==> src/rtl/b64d_pkg.sv <==
// shared types, codes and character decode for the base64url decoder
`default_nettype none

package b64d_pkg;

   localparam int QUEUE_DEPTH = 4;
   localparam int QUEUE_PTR_W = $clog2(QUEUE_DEPTH);
   localparam int QUEUE_CNT_W = $clog2(QUEUE_DEPTH + 1);

   typedef enum logic [2:0] {
      ST_OK       = 3'd0,
      ST_INVALID  = 3'd1,
      ST_LEFTOVER = 3'd2,
      ST_TRAILING = 3'd3,
      ST_EMPTY    = 3'd4
   } status_type;

   typedef enum logic {
      KIND_DATA   = 1'b0,
      KIND_STATUS = 1'b1
   } kind_type;

   typedef struct packed {
      kind_type   item_kind;
      logic [7:0] data_byte;
      status_type status;
      logic       end_of_run;
   } result_type;

   typedef struct packed {
      logic [1:0] count;
      result_type first;
      result_type second;
   } push_type;

   typedef struct packed {
      logic       ok;
      logic [5:0] value;
   } sextet_type;

   function automatic sextet_type sextet_of(input logic [7:0] ch);
      sextet_type res;
      logic [7:0] off_upper;
      logic [7:0] off_lower;
      logic [7:0] off_digit;
      off_upper = ch - 8'd65;
      off_lower = ch - 8'd97;
      off_digit = ch - 8'd48;
      res.ok    = 1'b1;
      res.value = 6'd0;
      if (ch >= 8'd65 && ch <= 8'd90) begin
         res.value = off_upper[5:0];
      end else if (ch >= 8'd97 && ch <= 8'd122) begin
         res.value = 6'd26 + off_lower[5:0];
      end else if (ch >= 8'd48 && ch <= 8'd57) begin
         res.value = 6'd52 + off_digit[5:0];
      end else if (ch == 8'd45) begin
         res.value = 6'd62;
      end else if (ch == 8'd95) begin
         res.value = 6'd63;
      end else begin
         res.ok = 1'b0;
      end
      return res;
   endfunction

endpackage

`default_nettype wire

==> src/rtl/b64d_core.sv <==
// decode state, mode register and per-item result generation
`default_nettype none

module b64d_core (
   input  wire logic               clock,
   input  wire logic               reset,
   input  wire logic               csr_write_enable,
   input  wire logic               csr_write_data,
   input  wire logic               accept,
   input  wire logic [7:0]         char_code,
   input  wire logic               is_last,
   output b64d_pkg::push_type      push
);

   logic                   strict_ff;
   logic                   strict_in;
   logic [11:0]            acc_ff;
   logic [11:0]            acc_in;
   logic [2:0]             cnt_ff;
   logic [2:0]             cnt_in;
   logic                   any_ff;
   logic                   any_in;
   b64d_pkg::status_type   err_ff;
   b64d_pkg::status_type   err_in;

   b64d_pkg::sextet_type   sx;
   logic                   active;
   logic                   take;
   logic [3:0]             cnt_sum;
   logic [3:0]             cnt_adj;
   logic                   emit;
   logic [11:0]            acc_upd;
   logic [2:0]             cnt_upd;
   logic                   any_upd;
   b64d_pkg::status_type   err_upd;
   logic [11:0]            shifted;
   logic [11:0]            mask;
   logic                   trailing_nz;
   b64d_pkg::status_type   end_status;
   b64d_pkg::result_type   byte_res;
   b64d_pkg::result_type   end_res;

   always_comb begin
      sx      = b64d_pkg::sextet_of(char_code);
      active  = (err_ff == b64d_pkg::ST_OK);
      take    = active & sx.ok;
      cnt_sum = {1'b0, cnt_ff} + 4'd6;
      emit    = take & (cnt_sum >= 4'd8);
      cnt_adj = emit ? (cnt_sum - 4'd8) : cnt_sum;
      acc_upd = take ? {acc_ff[5:0], sx.value} : acc_ff;
      cnt_upd = take ? cnt_adj[2:0] : cnt_ff;
      any_upd = any_ff | emit;
      err_upd = (active & ~sx.ok & strict_ff) ? b64d_pkg::ST_INVALID : err_ff;

      shifted     = acc_upd >> cnt_upd;
      mask        = (12'd1 << cnt_upd) - 12'd1;
      trailing_nz = |(acc_upd & mask);

      end_status = b64d_pkg::ST_OK;
      if (strict_ff) begin
         if (err_upd != b64d_pkg::ST_OK) begin
            end_status = err_upd;
         end else if (cnt_upd != 3'd0 && cnt_upd != 3'd2 && cnt_upd != 3'd4) begin
            end_status = b64d_pkg::ST_LEFTOVER;
         end else if (!any_upd) begin
            end_status = b64d_pkg::ST_EMPTY;
         end else if (trailing_nz) begin
            end_status = b64d_pkg::ST_TRAILING;
         end
      end

      byte_res.item_kind  = b64d_pkg::KIND_DATA;
      byte_res.data_byte  = shifted[7:0];
      byte_res.status     = b64d_pkg::ST_OK;
      byte_res.end_of_run = ~is_last;

      end_res.item_kind  = b64d_pkg::KIND_STATUS;
      end_res.data_byte  = 8'd0;
      end_res.status     = end_status;
      end_res.end_of_run = 1'b1;

      push.count  = accept ? ({1'b0, emit} + {1'b0, is_last}) : 2'd0;
      push.first  = emit ? byte_res : end_res;
      push.second = end_res;

      strict_in = csr_write_enable ? csr_write_data : strict_ff;
      acc_in    = acc_ff;
      cnt_in    = cnt_ff;
      any_in    = any_ff;
      err_in    = err_ff;
      if (accept) begin
         if (is_last) begin
            acc_in = 12'd0;
            cnt_in = 3'd0;
            any_in = 1'b0;
            err_in = b64d_pkg::ST_OK;
         end else begin
            acc_in = acc_upd;
            cnt_in = cnt_upd;
            any_in = any_upd;
            err_in = err_upd;
         end
      end
   end

   always_ff @(posedge clock) begin
      if (reset) begin
         strict_ff <= 1'b1;
         acc_ff    <= 12'd0;
         cnt_ff    <= 3'd0;
         any_ff    <= 1'b0;
         err_ff    <= b64d_pkg::ST_OK;
      end else begin
         strict_ff <= strict_in;
         acc_ff    <= acc_in;
         cnt_ff    <= cnt_in;
         any_ff    <= any_in;
         err_ff    <= err_in;
      end
   end

   a_last_clears: assert property (@(posedge clock) disable iff (reset)
      accept && is_last |=> acc_ff == 12'd0 && cnt_ff == 3'd0 && !any_ff &&
                            err_ff == b64d_pkg::ST_OK)
      else $error("segment end did not clear decode state");

   a_even_count: assert property (@(posedge clock) disable iff (reset)
      cnt_ff[0] == 1'b0)
      else $error("pending bit count is odd");

   a_pair_order: assert property (@(posedge clock) disable iff (reset)
      push.count == 2'd2 |-> push.first.item_kind == b64d_pkg::KIND_DATA &&
                             push.second.item_kind == b64d_pkg::KIND_STATUS &&
                             !push.first.end_of_run)
      else $error("byte and status pushed out of order");

endmodule

`default_nettype wire

==> src/rtl/b64d_queue.sv <==
// small result queue taking up to two items per cycle
`default_nettype none

module b64d_queue (
   input  wire logic                 clock,
   input  wire logic                 reset,
   input  wire b64d_pkg::push_type   push,
   input  wire logic                 rsp_stall,
   output logic                      rsp_valid,
   output b64d_pkg::result_type      head,
   output logic                      room
);

   localparam logic [b64d_pkg::QUEUE_CNT_W-1:0] DEPTH_C =
      b64d_pkg::QUEUE_CNT_W'(b64d_pkg::QUEUE_DEPTH);
   localparam logic [b64d_pkg::QUEUE_CNT_W-1:0] ROOM_LIMIT =
      b64d_pkg::QUEUE_CNT_W'(b64d_pkg::QUEUE_DEPTH - 2);

   b64d_pkg::result_type                entry_ff [b64d_pkg::QUEUE_DEPTH];
   logic [b64d_pkg::QUEUE_PTR_W-1:0]    wr_ff;
   logic [b64d_pkg::QUEUE_PTR_W-1:0]    wr_in;
   logic [b64d_pkg::QUEUE_PTR_W-1:0]    wr_next;
   logic [b64d_pkg::QUEUE_PTR_W-1:0]    rd_ff;
   logic [b64d_pkg::QUEUE_PTR_W-1:0]    rd_in;
   logic [b64d_pkg::QUEUE_CNT_W-1:0]    cnt_ff;
   logic [b64d_pkg::QUEUE_CNT_W-1:0]    cnt_in;
   logic                                pop;

   always_comb begin
      rsp_valid = (cnt_ff != '0);
      head      = entry_ff[rd_ff];
      room      = (cnt_ff <= ROOM_LIMIT);
      pop       = rsp_valid & ~rsp_stall;
      wr_next   = wr_ff + 1'b1;
      wr_in     = wr_ff + b64d_pkg::QUEUE_PTR_W'(push.count);
      rd_in     = pop ? (rd_ff + 1'b1) : rd_ff;
      cnt_in    = cnt_ff + b64d_pkg::QUEUE_CNT_W'(push.count)
                  - b64d_pkg::QUEUE_CNT_W'(pop);
   end

   always_ff @(posedge clock) begin
      if (push.count != 2'd0) begin
         entry_ff[wr_ff] <= push.first;
      end
      if (push.count == 2'd2) begin
         entry_ff[wr_next] <= push.second;
      end
   end

   always_ff @(posedge clock) begin
      if (reset) begin
         wr_ff  <= '0;
         rd_ff  <= '0;
         cnt_ff <= '0;
      end else begin
         wr_ff  <= wr_in;
         rd_ff  <= rd_in;
         cnt_ff <= cnt_in;
      end
   end

   a_no_overflow: assert property (@(posedge clock) disable iff (reset)
      cnt_ff <= DEPTH_C)
      else $error("result queue overflow");

   a_push_fits: assert property (@(posedge clock) disable iff (reset)
      push.count != 2'd0 |-> cnt_ff <= ROOM_LIMIT)
      else $error("push into queue without room");

   a_pop_drains: assert property (@(posedge clock) disable iff (reset)
      pop && push.count == 2'd0 |=> cnt_ff == $past(cnt_ff) - 1'b1)
      else $error("queue count did not drop after a pop");

endmodule

`default_nettype wire

==> src/rtl/base64url_strict_decoder.sv <==
// top level of the unpadded base64url decoder
//
//   channel  direction  handshake               payload
//   req      in         req_valid / req_stall   req_char_code, req_is_last
//   rsp      out        rsp_valid / rsp_stall   rsp_item_kind, rsp_data_byte,
//                                               rsp_status, rsp_end_of_run
//   csr      in         csr_write_enable        csr_write_data (strict mode)
//
// one character per cycle while req_stall is low; results are queued
// a character may make two items, and rsp moves one per cycle unless stalled
// req_stall is high while the four-entry result queue holds more than two items
// reset clears decode state and the queue and sets strict mode
`default_nettype none

module base64url_strict_decoder (
   input  wire logic       clock,
   input  wire logic       reset,
   input  wire logic       csr_write_enable,
   input  wire logic       csr_write_data,
   input  wire logic       req_valid,
   output logic            req_stall,
   input  wire logic [7:0] req_char_code,
   input  wire logic       req_is_last,
   output logic            rsp_valid,
   input  wire logic       rsp_stall,
   output logic            rsp_item_kind,
   output logic [7:0]      rsp_data_byte,
   output logic [2:0]      rsp_status,
   output logic            rsp_end_of_run
);

   b64d_pkg::push_type     push;
   b64d_pkg::result_type   head;
   logic                   room;
   logic                   accept;

   assign req_stall = ~room;
   assign accept    = req_valid & room;

   b64d_core u_core (
      .clock            (clock),
      .reset            (reset),
      .csr_write_enable (csr_write_enable),
      .csr_write_data   (csr_write_data),
      .accept           (accept),
      .char_code        (req_char_code),
      .is_last          (req_is_last),
      .push             (push)
   );

   b64d_queue u_queue (
      .clock     (clock),
      .reset     (reset),
      .push      (push),
      .rsp_stall (rsp_stall),
      .rsp_valid (rsp_valid),
      .head      (head),
      .room      (room)
   );

   assign rsp_item_kind  = head.item_kind;
   assign rsp_data_byte  = head.data_byte;
   assign rsp_status     = head.status;
   assign rsp_end_of_run = head.end_of_run;

endmodule

`default_nettype wire
==> config.mk <==
export PLATFORM = sky130hd
export DESIGN_NAME = base64url_strict_decoder
export DESIGN_NICKNAME = d
export VERILOG_FILES = /design/src/rtl/b64d_pkg.sv /design/src/rtl/b64d_core.sv /design/src/rtl/b64d_queue.sv /design/src/rtl/base64url_strict_decoder.sv
export SDC_FILE = /design/constraint.sdc
export NUM_CORES = 1
export LEC_CHECK = 0
export ABC_AREA = 1
export BUFFER_PORTS_ARGS = -buffer_cell sky130_fd_sc_hd__buf_4
export CORE_MARGIN = 1
export CORE_UTILIZATION = 25
export CTS_CLUSTER_DIAMETER = 60
export DETAILED_ROUTE_END_ITERATION = 10
export PLACE_DENSITY = 0.42
export SLEW_MARGIN = 10
export SYNTH_ARGS = -nofsm -noshare
export SYNTH_HDL_FRONTEND = slang
export SYNTH_SLANG_ARGS = --single-unit
==> constraint.sdc <==
create_clock -name clock -period 5 [get_ports clock]
set_input_delay 0.75 -clock clock [delete_from_list [all_inputs] [get_ports clock]]
set_output_delay 0.75 -clock clock [all_outputs]
set_load 0.01 [all_outputs]
# Word-level counts from Yosys, hierarchy flattened
# Memory sizes are Yosys's and may differ from the RTL's. A register that Yosys moved wholly into a read port is not among the register bits.
# Index checks and enable logic that the tools add are counted.
dict set report word_totals {
  n_memories 1
  mem_bits_rw 52
  elab_cells 92
  in_bits 15
  out_inout_bits 15
  latch_bits 0
  romBits 0
  register_bits 27
}
dict set report op_classes {
  n_reduce_logical 11
  add_sub_neg 14
  div 0
  n_eq_ne 5
  mul 0
  n_shift 2
  magnitude_cmp 8
  mux 31
  n_bitwise 12
}
# name depth word_bits rd rd_ports_with_merged_regs write_ports line
set memory_table {}
lappend memory_table {u_queue.entry_ff 4 13 1 1 2 b64d_queue.sv:19} ;# b64d_pkg::result_type entry_ff [b64d_pkg::QUEUE_DEPTH];
# op n
set op_table {}
lappend op_table {{2-to-1 mux 6 bit} 5}
lappend op_table {{2-to-1 mux 3 bit} 9}
lappend op_table {{2-to-1 mux 12 bit} 2}
lappend op_table {{>= comparator 8 x 7 -> 1 bit, second input constant} 2}
lappend op_table {{<= comparator 8 x 7 -> 1 bit, second input constant} 2}
lappend op_table {{2-to-1 mux 13 bit} 1}
lappend op_table {{bitwise AND 12 bit} 1}
lappend op_table {{OR reduction 12 bit} 1}
lappend op_table {{left shift 1 x 3 -> 12 bit, first input constant} 1}
lappend op_table {{right shift 12 x 3 -> 8 bit} 1}
lappend op_table {{subtractor 12 x 1 -> 12 bit, second input constant} 1}
lappend op_table {{subtractor 6 bit, second input constant} 2}
lappend op_table {{2-to-1 mux 1 bit} 10}
lappend op_table {{nonzero test 3 bit} 3}
lappend op_table {{== test 8 x 6 -> 1 bit, second input constant} 1}
lappend op_table {{== test 8 x 7 -> 1 bit, second input constant} 1}
lappend op_table {{>= comparator 8 x 6 -> 1 bit, second input constant} 1}
lappend op_table {{<= comparator 8 x 6 -> 1 bit, second input constant} 1}
lappend op_table {{2-to-1 mux 2 bit} 4}
lappend op_table {{adder 5 x 6 -> 6 bit, first input constant} 1}
lappend op_table {{adder 6 bit, first input constant} 1}
lappend op_table {{bitwise AND 1 bit} 6}
lappend op_table {{subtractor 6 x 1 -> 6 bit, second input constant} 1}
lappend op_table {{logical AND 1 bit} 5}
lappend op_table {{other kinds (16)} 20}

# Logic depth before layout (Yosys ltp)
dict set report depth {
  ltp_word 20
  depth_mapped 26
  ltp_nobuf 25
}

# Hierarchy
# From an unflattened synthesis, not the netlist that was laid out.
dict set report unflattened {
  hier_cells 683
  area_unflattened_um2 5446.5
}
# mod cells_each area_per_inst_um2 seq_area_each_um2 n_inst
set modules_own_cells {}
lappend modules_own_cells {b64d_queue 319 3265.6 1741.7 1}
lappend modules_own_cells {b64d_core 361 2169.6 380.4 1}
lappend modules_own_cells {base64url_strict_decoder 3 11.3 0.0 1}

# Least setup slack after synthesis
# Ideal clock, no wire load.
dict set report synth_timing {
  path_type {input-to-reg}
  start {input port req_char_code[2]}
  end {memory u_queue.entry_ff[0][10] (netlist name)}
  path_slack_ns 1.293
  arrival_ns 3.591
  path_buffers 2
  setup_time_ns 0.117
  t_required_ns 4.883
  path_stages 21
  cell_sequence {buf_4 > inv_1 > ha_1 > nand2_1 > nand2_1 > nand2_1 > nor2_4 > nor2_4 > nand3_4 > nand2_4 > buf_6 > nor2_2 > ha_1 > inv_1 > nor2_1 > nor2_1 > nor3_2 > inv_1 > nand2_1 > inv_1 > a22o_1}
}
# item line
set synth_lines {}
lappend synth_lines {{from (decl)} base64url_strict_decoder.sv:22} ;# input wire logic [7:0] req_char_code,
lappend synth_lines {{to (decl)} b64d_queue.sv:19}

==> out/metrics.cfg <==
[global_route]
grt_usage_pct = 13.4
antenna_found_initial = 0
grt_overflow = 0
grt_pass1_vias = 4135
grt_max_degree = 28
grt_pass1_wl_um = 20700

[sta]
rsz0062_at_grt = no
finalSetupTns_ns = 0
drv_slew = 0
fin_crit_ns = 3.91
fin_skew_ns = 0.00818
hold_viol = 0
worst_pin_slew_ns = 0.995
max_freq_mhz = 256
slew_headroom_pct = 33.4
fin_crit_sh_pct = 78.1
hold_slack_ns = 0.451
finalSetupViolations = 0

[finish]
nets = 712
antenna_cells = 0
drive_gt1_share_pct = 14.9
fillers = 1995
postLayoutCellArea_um2 = 5400
area_growth_pct = 14.8

[clocking]
cts_buffers = 9
post_cts_buffers = 0
cts_resized = 0
clk_pin_slew_ns = 0.06
cts.sinks = 80
clock_tree.buffer_depth = 2
cts_hold_buf = 0
cts_htree_levels = 3
clkLatencyLatePin_ns = 0.34
cts_tree = done
root_buffer = clkbuf_16

[setup_path]
crit_top_cell = inv_1
crit_type = primary input to flop
reg2reg_from = u_core.err_ff[2]
endpoint_kind = flop
path_cells = buf_4 > inv_1 > ha_1 > nand2_1 > nand2_1 > nand2_1 > nor2_4 > nor2_4 > nand3_4 > nand2_4 > nor2_2 > ha_1 > inv_1 > nor2_1 > inv_1 > nor2_1 > inv_1 > nor3_1 > inv_1 > nand2_1 > o21ai_0 > nor2_1
arrival_ns = 4.10
path_max_fanout = 11
cp-start-kind = primary input
cp_slowest_stage_delay_ns = 0.31
regToRegSetupSlack_ns = 1.90
crit_required_ns = 5.19
reg2reg_to = u_queue.entry_ff[1][3]
r2r_cells = 15
worst_path_max_delay_cell = o21ai_0

[yosys]
synth.avg_cell_area_um2 = 7.18
synth_fa_ha_area_share_pct = 4.68
ys_async_sr_fraction_pct = 0
synth_warnings = 0
yosys.area_share.simple_pct = 32.7
synth_top_area_cell = dfxtp_1
ys_seq_area_share_pct = 36.6
synth.distinct_cells = 41
synth-compound-area-share_pct = 15.4
ys_seq_elements = 80
muxShareOfSynthArea_pct = 0.479
netlist_area_um2 = 4700
synth_top_area_share_pct = 29.0
yosysMostFrequentCell = nand2_1
synth_area_leaders = dfxtp_1, nand2_1, edfxtp_1
synth_edf_count = 12
synth_top_family_by_area = simple AND/OR/NAND/NOR gates
synth_flop_cell = dfxtp_1
synth_xor_xnor_area_share_pct = 1.86
synth_common_cells = nand2_1, nor2_1, dfxtp_1
syn_nets = 687
synthCells = 655

[floorplan]
die_area_um2 = 19400
die_h_um = 139
coreArea_um2 = 18200
rows = 49
initial_core_util_pct = 25.8
ios = 30
die_x_um = 139

[power_and_ir_drop]
power_leakage_nw = 2.27
power_w = 0.00198
ir_worst_vdd_v = 0.000140
p_per_area_nw_per_um2 = 368

[placed_design]
portBuffers = 29
dpl_cell_area_um2 = 5110
place_congestion = 0.860
dp_hpwl_um = 9430

[detailed_routing]
vias_per_cell = 4.66
via_count = 4261
drc = 1
drt_iter0_drc = 289
drt-total-wl_um = 12600
dr.pass1.iters = 10
ant_nets = 0
wl_per_cell_um = 13.8

[worst_hold_path]
holdPathEnd = u_queue.entry_ff[1][9]
worstHoldStart = u_queue.entry_ff[1][9]
min-delay-path-class = flop to flop
whs_path_depth = 2

[job]
cap_violations = 0

[status]
violations = design-rule violations
outcome = finished, violations left

[cell families (layout without fill, tap and decap cells)]
logic type	Yosys count	after routing
AND/OR/NAND/NOR	334	334
AO/OA/AOI/OAI	124	124
buffers and inverters	88	118
flip-flops	80	80
adder cells (fa/ha/maj)	17	17
XOR/XNOR	10	10
other	1	1
multiplexers	1	1
[power breakdown]
group | leakage (nW) | internal, W | switching (W)
Sequential | 0.663 | 0.000706 | 0.0000487
Combinational | 1.47 | 0.000222 | 0.000375
Clock | 0.133 | 0.000354 | 0.000277
Total | 2.27 | 0.00128 | 0.000702
[area by class of cell]
cell class | instances | area, um2 | area share [%]
Sequential cell | 80 | 1720 | 31.9
Tap cell | 229 | 287 | 5.31
Clock buffer | 11 | 243 | 4.50
Inverter | 69 | 267 | 4.94
Multi-Input combinational cell | 487 | 2590 | 48.0
Timing Repair Buffer | 33 | 248 | 4.59
Clock inverter | 5 | 38.8 | 0.719
[per-stage QoR]
stage / instances / setup slack, ns / util (%)
after floorplan: 655 / 1.29 / -
after global routing: 914 / 0.678 / 29.6
final: 914 / 1.09 / 29.6
after global placement: 898 / 0.806 / 28.1
after CTS: 914 / 1.05 / 29.6
after detailed placement: 898 / 0.692 / 28.1
[placed cells by master (no fill, tap or decap), types with 2 or more instances in the layout]
master,instances
inv_2,6
nand2_1,178
nor3_1,5
nand2_2,7
ha_1,16
o211ai_1,2
nor3_2,6
clkbuf_16,9
nor2_2,4
buf_4,33
nand3_2,8
o21ai_0,46
o21ai_1,15
nand3_1,25
a31oi_1,2
o22ai_1,14
a22o_1,4
nand3_4,2
edfxtp_1,12
a211oi_2,3
clkinvlp_4,2
dfxtp_1,68
xor2_1,9
o21ai_4,2
inv_1,61
nor2_1,82
inv_4,2
nand3b_1,3
a21oi_1,31
nand2_4,7
inv_6,3
nand4_1,3
nor2_4,4
o21ai_2,2
[critical path: cells and delay by family]
kind            cells  cell delay, ns
fa+ha+maj           2            0.52
buf+inv             6            0.63
simple gates       13            1.86
compound gates      1            0.31
[layer usage]
| layer | wire [um] | GRT usage, % |
|---|---|---|
| met4 | 146 | 3.45 |
| met3 | 413 | 2.97 |
| met2 | 5750 | 22.0 |
| met5 | 0 | 0 |
| met1 | 6290 | 17.8 |
[worst max-delay path by stage]
stage | startpoint | endpoint | slack [ns]
after floorplan | req_char_code[2] | u_queue.entry_ff[0][10] | 1.29
after global placement | req_char_code[2] | u_queue.entry_ff[0][10] | 0.81
after detailed placement | req_char_code[2] | u_queue.entry_ff[0][10] | 0.69
after CTS | req_char_code[2] | u_queue.entry_ff[0][10] | 1.05
after global routing | req_char_code[2] | u_queue.entry_ff[0][10] | 0.68
final | req_char_code[2] | u_queue.entry_ff[1][3] | 1.09
[registers in the layout, summed over array words and instances, names as in the netlist, named ones only]
signal            count
u_queue.entry_ff     52
u_core.acc_ff        12
u_core.err_ff         3
u_queue.cnt_ff        3
u_core.cnt_ff         2
u_queue.rd_ff         2
u_queue.wr_ff         2
u_core.any_ff         1
u_core.strict_ff      1
Power figures use the tool's default switching activity.
